**src/hw/rtl/bce_pkg.sv**
```systemverilog
`timescale 1ns / 1ps
// ----------------------------------------------------------------------------
// bce_pkg
// Shared types and constants for the battery charge EMA estimator.
// ----------------------------------------------------------------------------
package bce_pkg;

    // Default geometry of the average
    localparam int SAMPLE_BITS_DEF   = 15;
    localparam int FRACTION_BITS_DEF = 8;

    // Configuration register widths
    localparam int ALPHA_W      = 17;
    localparam int EMPTY_W      = 15;
    localparam int GAIN_W       = 20;
    localparam int DELTA_W      = 14;
    localparam int CFG_DATA_W   = 20;
    localparam int CFG_INDEX_W  = 2;

    // Result field widths
    localparam int FILTERED_W   = 15;
    localparam int CHARGE_W     = 14;
    localparam int LAST_PUB_W   = 15;

    // Shared multiplier: first operand width (unsigned gain plus a sign bit)
    localparam int MX_W         = GAIN_W + 1;

    // Q16 arithmetic
    localparam int Q_BITS       = 16;
    localparam logic [ALPHA_W-1:0] ONE_Q16 = ALPHA_W'(65536);
    localparam int FULL_CHARGE  = 10000;

    // Reset values
    localparam logic [ALPHA_W-1:0]    ALPHA_RST    = ALPHA_W'(6554);
    localparam logic [EMPTY_W-1:0]    EMPTY_RST    = EMPTY_W'(9500);
    localparam logic [GAIN_W-1:0]     GAIN_RST     = GAIN_W'(211406);
    localparam logic [DELTA_W-1:0]    DELTA_RST    = DELTA_W'(100);
    localparam logic [LAST_PUB_W-1:0] LAST_PUB_RST = LAST_PUB_W'(-100);

    // Register indexes
    localparam logic [CFG_INDEX_W-1:0] REG_ALPHA = 2'd0;
    localparam logic [CFG_INDEX_W-1:0] REG_EMPTY = 2'd1;
    localparam logic [CFG_INDEX_W-1:0] REG_GAIN  = 2'd2;
    localparam logic [CFG_INDEX_W-1:0] REG_DELTA = 2'd3;

    // Controller to datapath commands
    typedef struct packed {
        logic load;      // capture the input sample
        logic mul_avg;   // alpha times (sample - average)
        logic update;    // fold the product into the average
        logic mul_chg;   // (average - empty) times gain
        logic clamp;     // scale and clamp the charge
        logic finish;    // load the output register, update publish state
    } bce_cmd_t;

endpackage

```
**src/hw/rtl/bce_ctrl.sv**
```systemverilog
`timescale 1ns / 1ps
// ----------------------------------------------------------------------------
// bce_ctrl
// Sequencer: steps one item through the datapath and owns the output valid.
// ----------------------------------------------------------------------------
module bce_ctrl
    import bce_pkg::*;
(
    input  logic     clk,
    input  logic     rst_n,
    input  logic     in_valid,
    output logic     in_ready,
    output logic     out_valid,
    input  logic     out_ready,
    output bce_cmd_t cmd
);

    typedef enum logic [2:0] {
        S_IDLE,
        S_MUL_AVG,
        S_UPDATE,
        S_MUL_CHG,
        S_CLAMP,
        S_FINISH
    } state_t;

    state_t state_reg;
    state_t state_next;
    logic   out_valid_reg;
    logic   out_valid_next;
    logic   out_free;

    assign in_ready  = (state_reg == S_IDLE);
    assign out_valid = out_valid_reg;
    assign out_free  = !out_valid_reg || out_ready;

    always_comb
    begin
        cmd            = '0;
        state_next     = state_reg;
        out_valid_next = out_valid_reg && !out_ready;
        case (state_reg)
            S_IDLE:
            begin
                if (in_valid)
                begin
                    cmd.load   = 1'b1;
                    state_next = S_MUL_AVG;
                end
            end
            S_MUL_AVG:
            begin
                cmd.mul_avg = 1'b1;
                state_next  = S_UPDATE;
            end
            S_UPDATE:
            begin
                cmd.update = 1'b1;
                state_next = S_MUL_CHG;
            end
            S_MUL_CHG:
            begin
                cmd.mul_chg = 1'b1;
                state_next  = S_CLAMP;
            end
            S_CLAMP:
            begin
                cmd.clamp  = 1'b1;
                state_next = S_FINISH;
            end
            S_FINISH:
            begin
                // hold until the output register can take the item
                if (out_free)
                begin
                    cmd.finish     = 1'b1;
                    out_valid_next = 1'b1;
                    state_next     = S_IDLE;
                end
            end
            default:
            begin
                state_next = S_IDLE;
            end
        endcase
    end

    always_ff @(posedge clk or negedge rst_n)
    begin
        if (!rst_n)
        begin
            state_reg     <= S_IDLE;
            out_valid_reg <= 1'b0;
        end
        else
        begin
            state_reg     <= state_next;
            out_valid_reg <= out_valid_next;
        end
    end

endmodule

```
**src/hw/rtl/bce_datapath.sv**
```systemverilog
`timescale 1ns / 1ps
// ----------------------------------------------------------------------------
// bce_datapath
// Configuration registers, EMA state, shared multiplier and output register.
// ----------------------------------------------------------------------------
module bce_datapath
    import bce_pkg::*;
#(
    parameter int SAMPLE_BITS   = SAMPLE_BITS_DEF,
    parameter int FRACTION_BITS = FRACTION_BITS_DEF
)
(
    input  logic                   clk,
    input  logic                   rst_n,
    input  bce_cmd_t               cmd,
    input  logic [SAMPLE_BITS-1:0] sample_mv,
    input  logic                   cfg_wen,
    input  logic [CFG_INDEX_W-1:0] cfg_index,
    input  logic [CFG_DATA_W-1:0]  cfg_data,
    output logic [FILTERED_W-1:0]  filtered_mv,
    output logic [CHARGE_W-1:0]    charge_hundredths,
    output logic                   publish
);

    localparam int AVG_W     = SAMPLE_BITS + FRACTION_BITS;
    localparam int EF_W      = EMPTY_W + FRACTION_BITS;
    localparam int CMP_W     = (AVG_W > EF_W) ? AVG_W : EF_W;
    localparam int PW        = MX_W + AVG_W + 1;
    localparam int SHIFT_CHG = Q_BITS + FRACTION_BITS;
    localparam int CV_W      = PW - SHIFT_CHG;

    // Configuration
    logic [ALPHA_W-1:0] alpha_reg;
    logic [EMPTY_W-1:0] empty_reg;
    logic [GAIN_W-1:0]  gain_reg;
    logic [DELTA_W-1:0] delta_reg;

    // Item state
    logic [SAMPLE_BITS-1:0] sample_reg;
    logic [AVG_W-1:0]       avg_reg;
    logic [AVG_W-1:0]       avg_next;
    logic signed [PW-1:0]   prod_reg;
    logic signed [PW-1:0]   prod_next;
    logic                   above_reg;
    logic [CHARGE_W-1:0]    charge_reg;
    logic [CHARGE_W-1:0]    charge_next;
    logic [LAST_PUB_W-1:0]  last_pub_reg;

    // Output register
    logic [FILTERED_W-1:0]  filtered_reg;
    logic [CHARGE_W-1:0]    charge_out_reg;
    logic                   publish_reg;

    logic [ALPHA_W-1:0]      a_sat;
    logic [AVG_W-1:0]        s_fixed;
    logic [EF_W-1:0]         empty_fixed;
    logic signed [AVG_W:0]   avg_delta;
    logic [CMP_W-1:0]        chg_full;
    logic [AVG_W-1:0]        chg_diff;
    logic                    above;
    logic signed [MX_W-1:0]  op_x;
    logic signed [AVG_W:0]   op_y;
    logic signed [PW-1:0]    upd_step;
    logic [AVG_W:0]          avg_upd;
    logic [CV_W-1:0]         c_val;
    logic [CHARGE_W+1:0]     pub_diff;
    logic [CHARGE_W+1:0]     pub_mag;
    logic                    pub;

    assign a_sat       = (alpha_reg > ONE_Q16) ? ONE_Q16 : alpha_reg;
    assign s_fixed     = AVG_W'(sample_reg) << FRACTION_BITS;
    assign empty_fixed = EF_W'(empty_reg) << FRACTION_BITS;
    assign avg_delta   = $signed({1'b0, s_fixed}) - $signed({1'b0, avg_reg});

    assign above    = CMP_W'(avg_reg) > CMP_W'(empty_fixed);
    assign chg_full = CMP_W'(avg_reg) - CMP_W'(empty_fixed);
    assign chg_diff = chg_full[AVG_W-1:0];

    // One multiplier shared by the average step and the charge scaling
    assign op_x      = cmd.mul_avg ? $signed(MX_W'(a_sat)) : $signed({1'b0, gain_reg});
    assign op_y      = cmd.mul_avg ? avg_delta : $signed({1'b0, chg_diff});
    assign prod_next = op_x * op_y;

    // avg + floor(alpha * (s - avg) / 2^16); result stays between avg and s
    assign upd_step = prod_reg >>> Q_BITS;
    assign avg_upd  = {1'b0, avg_reg} + upd_step[AVG_W:0];
    assign avg_next = (avg_reg == '0) ? s_fixed : avg_upd[AVG_W-1:0];

    assign c_val = prod_reg[PW-1:SHIFT_CHG];

    always_comb
    begin
        if (!above_reg)
        begin
            charge_next = '0;
        end
        else if (c_val > CV_W'(FULL_CHARGE))
        begin
            charge_next = CHARGE_W'(FULL_CHARGE);
        end
        else
        begin
            charge_next = c_val[CHARGE_W-1:0];
        end
    end

    // |charge - last published| against the threshold
    assign pub_diff = {2'b00, charge_reg} - {last_pub_reg[LAST_PUB_W-1], last_pub_reg};
    assign pub_mag  = pub_diff[CHARGE_W+1] ? (~pub_diff + 1'b1) : pub_diff;
    assign pub      = pub_mag > {2'b00, delta_reg};

    always_ff @(posedge clk or negedge rst_n)
    begin
        if (!rst_n)
        begin
            alpha_reg    <= ALPHA_RST;
            empty_reg    <= EMPTY_RST;
            gain_reg     <= GAIN_RST;
            delta_reg    <= DELTA_RST;
            avg_reg      <= '0;
            last_pub_reg <= LAST_PUB_RST;
        end
        else
        begin
            if (cfg_wen)
            begin
                case (cfg_index)
                    REG_ALPHA: alpha_reg <= cfg_data[ALPHA_W-1:0];
                    REG_EMPTY: empty_reg <= cfg_data[EMPTY_W-1:0];
                    REG_GAIN:  gain_reg  <= cfg_data[GAIN_W-1:0];
                    REG_DELTA: delta_reg <= cfg_data[DELTA_W-1:0];
                    default:   ;
                endcase
            end
            if (cmd.update)
            begin
                avg_reg <= avg_next;
            end
            if (cmd.finish && pub)
            begin
                last_pub_reg <= {1'b0, charge_reg};
            end
        end
    end

    always_ff @(posedge clk)
    begin
        if (cmd.load)
        begin
            sample_reg <= sample_mv;
        end
        if (cmd.mul_avg || cmd.mul_chg)
        begin
            prod_reg <= prod_next;
        end
        if (cmd.mul_chg)
        begin
            above_reg <= above;
        end
        if (cmd.clamp)
        begin
            charge_reg <= charge_next;
        end
        if (cmd.finish)
        begin
            filtered_reg   <= FILTERED_W'(avg_reg >> FRACTION_BITS);
            charge_out_reg <= charge_reg;
            publish_reg    <= pub;
        end
    end

    assign filtered_mv       = filtered_reg;
    assign charge_hundredths = charge_out_reg;
    assign publish           = publish_reg;

endmodule

```
**src/hw/rtl/battery_charge_ema_estimator.sv**
```systemverilog
`timescale 1ns / 1ps
// ----------------------------------------------------------------------------
// battery_charge_ema_estimator
// Exponential moving average of bus voltage with charge estimate and publish.
// ----------------------------------------------------------------------------
// Usage:
//   Input channel (in_valid/in_ready, sample_mv) takes one voltage sample per
//   item. Output channel (out_valid/out_ready) returns one result per item:
//   filtered_mv, charge_hundredths and publish.
//   Configuration is written through cfg_wen/cfg_index/cfg_data while idle:
//   index 0 alpha_q16, 1 empty_mv, 2 percent_gain_q16, 3 publish_delta.
//   The controller steps each accepted item through S_MUL_AVG, S_UPDATE,
//   S_MUL_CHG, S_CLAMP and S_FINISH, using one shared multiplier twice
//   (average step, charge scaling), and takes no new item meanwhile.
//   A new item is accepted while a finished result waits in the output
//   register; if the receiver stalls, the following item finishes its work
//   and holds in the last step until the output register frees up.
//   Reset loads the register defaults, clears the average (the first sample
//   seeds it) and sets the last published charge to -1.00 percent.
// ----------------------------------------------------------------------------
module battery_charge_ema_estimator
    import bce_pkg::*;
#(
    parameter int SAMPLE_BITS   = SAMPLE_BITS_DEF,
    parameter int FRACTION_BITS = FRACTION_BITS_DEF
)
(
    input  logic                   clk,
    input  logic                   rst_n,
    input  logic                   in_valid,
    output logic                   in_ready,
    input  logic [SAMPLE_BITS-1:0] sample_mv,
    output logic                   out_valid,
    input  logic                   out_ready,
    output logic [FILTERED_W-1:0]  filtered_mv,
    output logic [CHARGE_W-1:0]    charge_hundredths,
    output logic                   publish,
    input  logic                   cfg_wen,
    input  logic [CFG_INDEX_W-1:0] cfg_index,
    input  logic [CFG_DATA_W-1:0]  cfg_data
);

    bce_cmd_t cmd;

    bce_ctrl u_ctrl (
        .clk       (clk),
        .rst_n     (rst_n),
        .in_valid  (in_valid),
        .in_ready  (in_ready),
        .out_valid (out_valid),
        .out_ready (out_ready),
        .cmd       (cmd)
    );

    bce_datapath #(
        .SAMPLE_BITS   (SAMPLE_BITS),
        .FRACTION_BITS (FRACTION_BITS)
    ) u_datapath (
        .clk               (clk),
        .rst_n             (rst_n),
        .cmd               (cmd),
        .sample_mv         (sample_mv),
        .cfg_wen           (cfg_wen),
        .cfg_index         (cfg_index),
        .cfg_data          (cfg_data),
        .filtered_mv       (filtered_mv),
        .charge_hundredths (charge_hundredths),
        .publish           (publish)
    );

`ifndef SYNTHESIS
    // Busy right after taking an item
    a_busy_after_accept: assert property (
        @(posedge clk) disable iff (!rst_n)
        (in_valid && in_ready) |=> !in_ready
    ) else $error("accepted a second item while the first was in flight");

    // Charge never leaves its clamp range
    a_charge_clamped: assert property (
        @(posedge clk) disable iff (!rst_n)
        out_valid |-> (charge_hundredths <= CHARGE_W'(FULL_CHARGE))
    ) else $error("charge above full scale");

    // A result appears only when an item was in flight
    a_result_has_item: assert property (
        @(posedge clk) disable iff (!rst_n)
        $rose(out_valid) |-> $past(!in_ready)
    ) else $error("result without an item in flight");

    // Controller issues at most one datapath step per cycle
    a_one_step: assert property (
        @(posedge clk) disable iff (!rst_n)
        $onehot0({cmd.load, cmd.mul_avg, cmd.update, cmd.mul_chg, cmd.clamp, cmd.finish})
    ) else $error("overlapping datapath commands");
`endif

endmodule
```
**config.mk**
```make
export PLATFORM = sky130hd
export DESIGN_NAME = battery_charge_ema_estimator
export DESIGN_NICKNAME = d
export VERILOG_FILES = /design/src/hw/rtl/bce_pkg.sv /design/src/hw/rtl/bce_ctrl.sv /design/src/hw/rtl/bce_datapath.sv /design/src/hw/rtl/battery_charge_ema_estimator.sv
export SDC_FILE = /design/constraint.sdc
export NUM_CORES = 2
export LEC_CHECK = 0
export BUFFER_PORTS_ARGS = -buffer_cell sky130_fd_sc_hd__buf_2
export CORE_AREA = 2 2 254 256
export DETAILED_ROUTE_END_ITERATION = 16
export DIE_AREA = 0 0 256 258
export HOLD_SLACK_MARGIN = 0.12
export PLACE_DENSITY = 0.56
export SKIP_CTS_REPAIR_TIMING = 1
export SYNTH_ARGS = -nofsm -noshare
export SYNTH_HDL_FRONTEND = slang
export SYNTH_SLANG_ARGS = --single-unit
```
**constraint.sdc**
```tcl
create_clock -name clk -period 14.65 [get_ports clk]
set_clock_uncertainty 0.1 [all_clocks]
set_input_delay 2.93 -clock clk [delete_from_list [all_inputs] [get_ports clk]]
set_output_delay 2.93 -clock clk [all_outputs]
set_load 0.02 [all_outputs]
```
======== After elaboration in Yosys (flattened, before gate mapping) ========
Index checks and enable logic that the tools add are counted.
cells by class
  add/subtract/negate cells ............... 5
  multipliers ............................. 1
  div/mod/pow operators ................... 0
  $lt $le $gt $ge ......................... 4
  eq/ne operators ......................... 10
  shifts and indexed selects .............. 0
  mux-type cells .......................... 19
  bitwise logic cells ..................... 2
  reduce and logical (&&, ||, !) cells .... 15
operators by type and width
  cell                                                                    number
  21-bit by 24-bit multiplier with 45-bit output                          1
  24-bit 2-to-1 mux                                                       1
  23-bit by 23-bit subtractor with 24-bit output                          1
  23-bit adder                                                            1
  23-bit > comparator                                                     1
  23-bit logical NOT                                                      1
  23-bit 2-to-1 mux                                                       1
  23-bit subtractor                                                       1
  21-bit by 14-bit > comparator with 1-bit output, second input constant  1
  20-bit 2-to-1 mux                                                       1
  3-bit case mux with 6 select lines                                      1
  17-bit > comparator, second input constant                              1
  17-bit 2-to-1 mux                                                       1
  16-bit by 1-bit adder with 16-bit output, second input constant         1
  16-bit by 14-bit > comparator with 1-bit output                         1
  16-bit 2-to-1 mux                                                       1
  16-bit inverter                                                         1
  15-bit by 15-bit subtractor with 16-bit output                          1
  14-bit 2-to-1 mux                                                       1
  1-bit 2-to-1 mux                                                        10
  2-bit AND reduction                                                     5
  3-bit by 2-bit equality test with 1-bit output, second input constant   2
  3-bit equality test, second input constant                              2
  3-bit 2-to-1 mux                                                        2
  other kinds (12)                                                        16
storage, ports and cells
  flip-flop bits (word level) ............. 213
  latch bits .............................. 0
  memory bits (writable) .................. 0
  memory bits (read-only) ................. 0
  input port bits ......................... 42
  output and inout bits ................... 32
  word-level logic and storage cells ...... 72
  memories ................................ 0

======== Longest topological paths before layout ========
  word-level depth ........................ 6
  mapped depth ............................ 39
  mapped depth without buffers ............ 38

======== Modules after synthesis ========
Synthesis repeated with hierarchy kept, for this count alone.
unflattened totals
  cells, all modules ...................... 2899
  area, all modules ....................... 28108.2 um^2
by module, submodules not included
  module        times used  cells an instance  area an instance (um^2)
  bce_datapath  1           2873               27849.2
  bce_ctrl      1           26                 259.0

======== Least setup slack after synthesis ========
No wires, ideal clock.
  path kind ............................... register to register
  from .................................... reg u_datapath.avg_reg[8]
  to ...................................... reg u_datapath.prod_reg[43], data pin
  library setup time ...................... 0.258 ns
  arrival time ............................ 8.689 ns
  path slack .............................. 5.604 ns
  cell stages (with the launch flop) ...... 38
  path buffers ............................ 1
  cell sequence ........................... dfrtp_1 > inv_1 > ha_1 > inv_1 > fa_1 > a21o_1 > a21oi_1 > o21bai_1 > a21oi_1 > o31ai_1 > a211oi_1 > o21ai_0 > or3b_2 > a21boi_1 > clkbuf_1 > nor2_1 > fa_1 > inv_1 > [... 2 more ...] > fa_1 > fa_1 > fa_1 > fa_1 > inv_1 > fa_1 > inv_1 > ha_1 > and3_1 > nand4_1 > nor4_1 > a21oi_1 > o311ai_0 > a21o_1 > a41oi_1 > nand2b_1 > a21oi_1 > xnor2_1
between the ends
  word-level cells in the longest chain between the ends .. 3
  elaborated cells between the ends (all ways) .. 4
RTL lines
  what                                                                                        RTL line                                text
  from (decl)                                                                                 bce_datapath.sv:40                      logic [AVG_W-1:0] avg_reg;
  from (signal assigned)                                                                      bce_datapath.sv:137                     avg_reg <= avg_next;
  23-bit subtractor / 23-bit by 23-bit subtractor with 24-bit output (equally long branches)  bce_datapath.sv:76, bce_datapath.sv:73
  24-bit 2-to-1 mux (*)                                                                       bce_datapath.sv:81                      assign op_y = cmd.mul_avg ? avg_delta : $signed({1'b0, chg_diff});
  21-bit by 24-bit multiplier with 45-bit output (*)                                          bce_datapath.sv:82                      assign prod_next = op_x * op_y;
  via u_datapath.prod_next[43]                                                                bce_datapath.sv:43                      logic signed [PW-1:0] prod_next;
  to (signal assigned)                                                                        bce_datapath.sv:154                     prod_reg <= prod_next;
  to (decl)                                                                                   bce_datapath.sv:42                      logic signed [PW-1:0] prod_reg;
The timed path passes the listed nets; every way through them passes the cells marked *.
A chain may end at the register's enable or synchronous reset.

======== Worst setup path in the final report ========
  from .................................... reg u_datapath.avg_reg[9]
  to ...................................... reg u_datapath.prod_reg[43], data pin
The elaborated chain is that of the path after synthesis.

==> flow_summary.toml <==
[status]
status = "finished, final reports clean"

[setup_path]
worstPathMaxFanout = 8
worst-r2r-cell-count = 33
reg2reg_to = "u_datapath.prod_reg[43]"
critPathSlowestCell = "xnor2_1"
r2r_start = "u_datapath.avg_reg[9]"
crit_path_start = "u_datapath.avg_reg[9]"
worst_ep_arrival_time_ps = 10150
max_stage_delay_ps = 700
r2r_slack_ps = 4620
crit_type = "flop to flop"
end_kind = "flop"
worst_path_most_repeated_cell = "fa_1"
worstPathRequired_ps = 14760
startpoint_type = "flop"

[final_layout]
mostFrequentLayoutCell = "inv_1"
final_nets = 3687
utilization = 0.4762
nFillCells = 6047
final_cell_mix = "inv_1 (561), fa_1 (493), nand2_1 (336)"
antenna_cells = 0
area_delta_synth_final_pct = 7.305
register_area_um2 = 5423
drive_gt1_frac = 0.1035
multi_input_area_um2 = 20380
largest_register_ffs = 29

[sta]
finalHoldViolCount = 0
fmax_ghz = 0.09966
period_share = 0.6849
period_minus_slack_ps = 10030
relSlewSlack = 0.1398
slew_violations = 0
grt_setup_unrepaired = "no"
finalSetupTns_ps = 0
setup_viol = 0
worst_pin_slew_ps = 1286

[place]
finalWeightedCongestion = 0.9285
port_buffers = 73
dp_hpwl_um = 67190

[global_route]
grt_pass1_vias = 22188
grt_pass1_wl_um = 128900
grt_use_met2 = 0.4362
grt_max_degree = 79
use_met1 = 0.3438
grt_antenna_before_repair = 1
grt.overflow.total = 0
track_usage = 0.2565
grtUsageMet3 = 0.04044
top_usage_layer = "met2"

[cts]
clock_sinks = 197
cts_tree = "built"
clkTransAtPathRegs_ps = 80
clockBufferDepth = 2
htreeDepth = 4
cts_root_buf = "clkbuf_16"
clock_latency_ps = 470
cts_made_buffers = 17

[synthesis]
yosysWarningCount = 0
syn-cell-area_um2 = 28250
syn_area_per_cell_um2 = 9.720
seq_area_frac_synth = 0.1920
synth_seq_cells = 197
synth_enable_flop_cells = 89
async_reset_ff_frac = 0.5482
synth_cell_types = 90
postSynthCellCount = 2906
synth_ff_type = "edfxtp_1"

[floorplanning]
core_area_um2 = 63650
rows = 93
die_x_um = 256
die-height_um = 258
start_util = 0.4438
dieArea_um2 = 66050
ios = 74

[detailed_routing]
dr.pass1.iters = 7
first_iter_violations = 1480
vias = 20631
vias_per_cell = 5.398
wl_per_cell_um = 21.62
ant_nets = 0
drc_errors = 0
wl_um = 82630

[min_path]
hold_depth = 1
hp-start = "u_datapath.last_pub_reg[1]"
hold_path_class = "flop to flop"
holdPathEnd = "u_datapath.last_pub_reg[1]"

[run]
max-cap-violations = 0
-- kinds of logic (layout without fill, tap and decap cells) --
kind of cell	after synthesis	in the layout	synth area share
other	2	6	0.0002659
adder cells (fa/ha/maj)	691	691	0.4371
AND/OR/NAND/NOR	827	827	0.1309
multiplexers	85	85	0.03548
flip-flops	197	197	0.1920
XOR/XNOR	105	105	0.03256
buffers and inverters	657	714	0.08824
AO/OA/AOI/OAI	342	342	0.08346
-- how the worst max path moves through the flow --
stage | endpoint | slack, ps | cells past startpoint
after detailed placement | u_datapath.prod_reg[34] | 4510 | 33
after floorplan | u_datapath.prod_reg[43] | 5600 | 37
after CTS | u_datapath.prod_reg[34] | 4460 | 33
after global routing | u_datapath.prod_reg[43] | 4190 | 37
final | u_datapath.prod_reg[43] | 4620 | 33
after global placement | u_datapath.prod_reg[34] | 4640 | 33
-- cell usage after synthesis (all sizes together) (10+ instances only) --
| library cell | count | area, um2 |
|---|---|---|
| a22o | 18 | 157.7 |
| dfrtp | 70 | 1752 |
| nor2b | 14 | 87.58 |
| nand4 | 17 | 106.4 |
| xor2 | 35 | 306.5 |
| a21oi | 102 | 518.0 |
| inv | 561 | 2106 |
| a22oi | 11 | 82.58 |
| and3 | 24 | 150.1 |
| nor4 | 16 | 112.6 |
| nand2b | 19 | 118.9 |
| a21o | 37 | 277.8 |
| nor2 | 264 | 993.5 |
| clkbuf | 91 | 341.6 |
| nor3 | 24 | 120.1 |
| mux2 | 81 | 945.9 |
| and2 | 50 | 312.8 |
| nand2 | 337 | 1272 |
| a211oi | 20 | 167.7 |
| o21ai | 51 | 259.0 |
| o21a | 19 | 142.6 |
| fa | 493 | 9869 |
| edfxtp | 89 | 2673 |
| xnor2 | 70 | 613.1 |
| ha | 198 | 2477 |
| o21bai | 10 | 75.07 |
| nand3 | 22 | 110.1 |
| dfstp | 38 | 998.5 |
-- metrics by stage --
stage	hold WS (ps)	setup WS [ps]	std cells	area, um2
finish	401.1	4616	3822	30310
global route	413.2	4187	3822	30310
CTS	401.4	4463	3822	30310
detailed placement	385.5	4506	3790	29700
global placement	382.1	4641	3790	29700
floorplan	342.3	5604	2910	28260
-- critical path, delay by kind of cell, from the launching register on --
kind	cells	cell delay (ps)
adders and majority gates	9	4250
AOI/OAI and AO/OA	11	2130
and+or+nand+nor	6	1230
xor gates and xnor gates	2	820
muxes	1	540
DFF	1	480
buffers and inverters	4	210
-- routing by layer --
metal  up-vias  part of all wire
li1       9256                 -
met5         -           0.00016
met2       585              0.48
met1     10701              0.44
met4         2             0.024
met3        87             0.057
-- area by class of cell --
cell class	instances	share of cell area
clock buffers	17	0.01404
repair buffers	121	0.02403
clock inverters	15	0.005862
inverters	561	0.06948
multi-input cells	2056	0.6724
flip-flops and latches	197	0.1789
well taps	855	0.03530
Power is left out: the tool's default activity adds up to more than one toggle a clock period on the data nets, which glitch-free logic cannot reach.
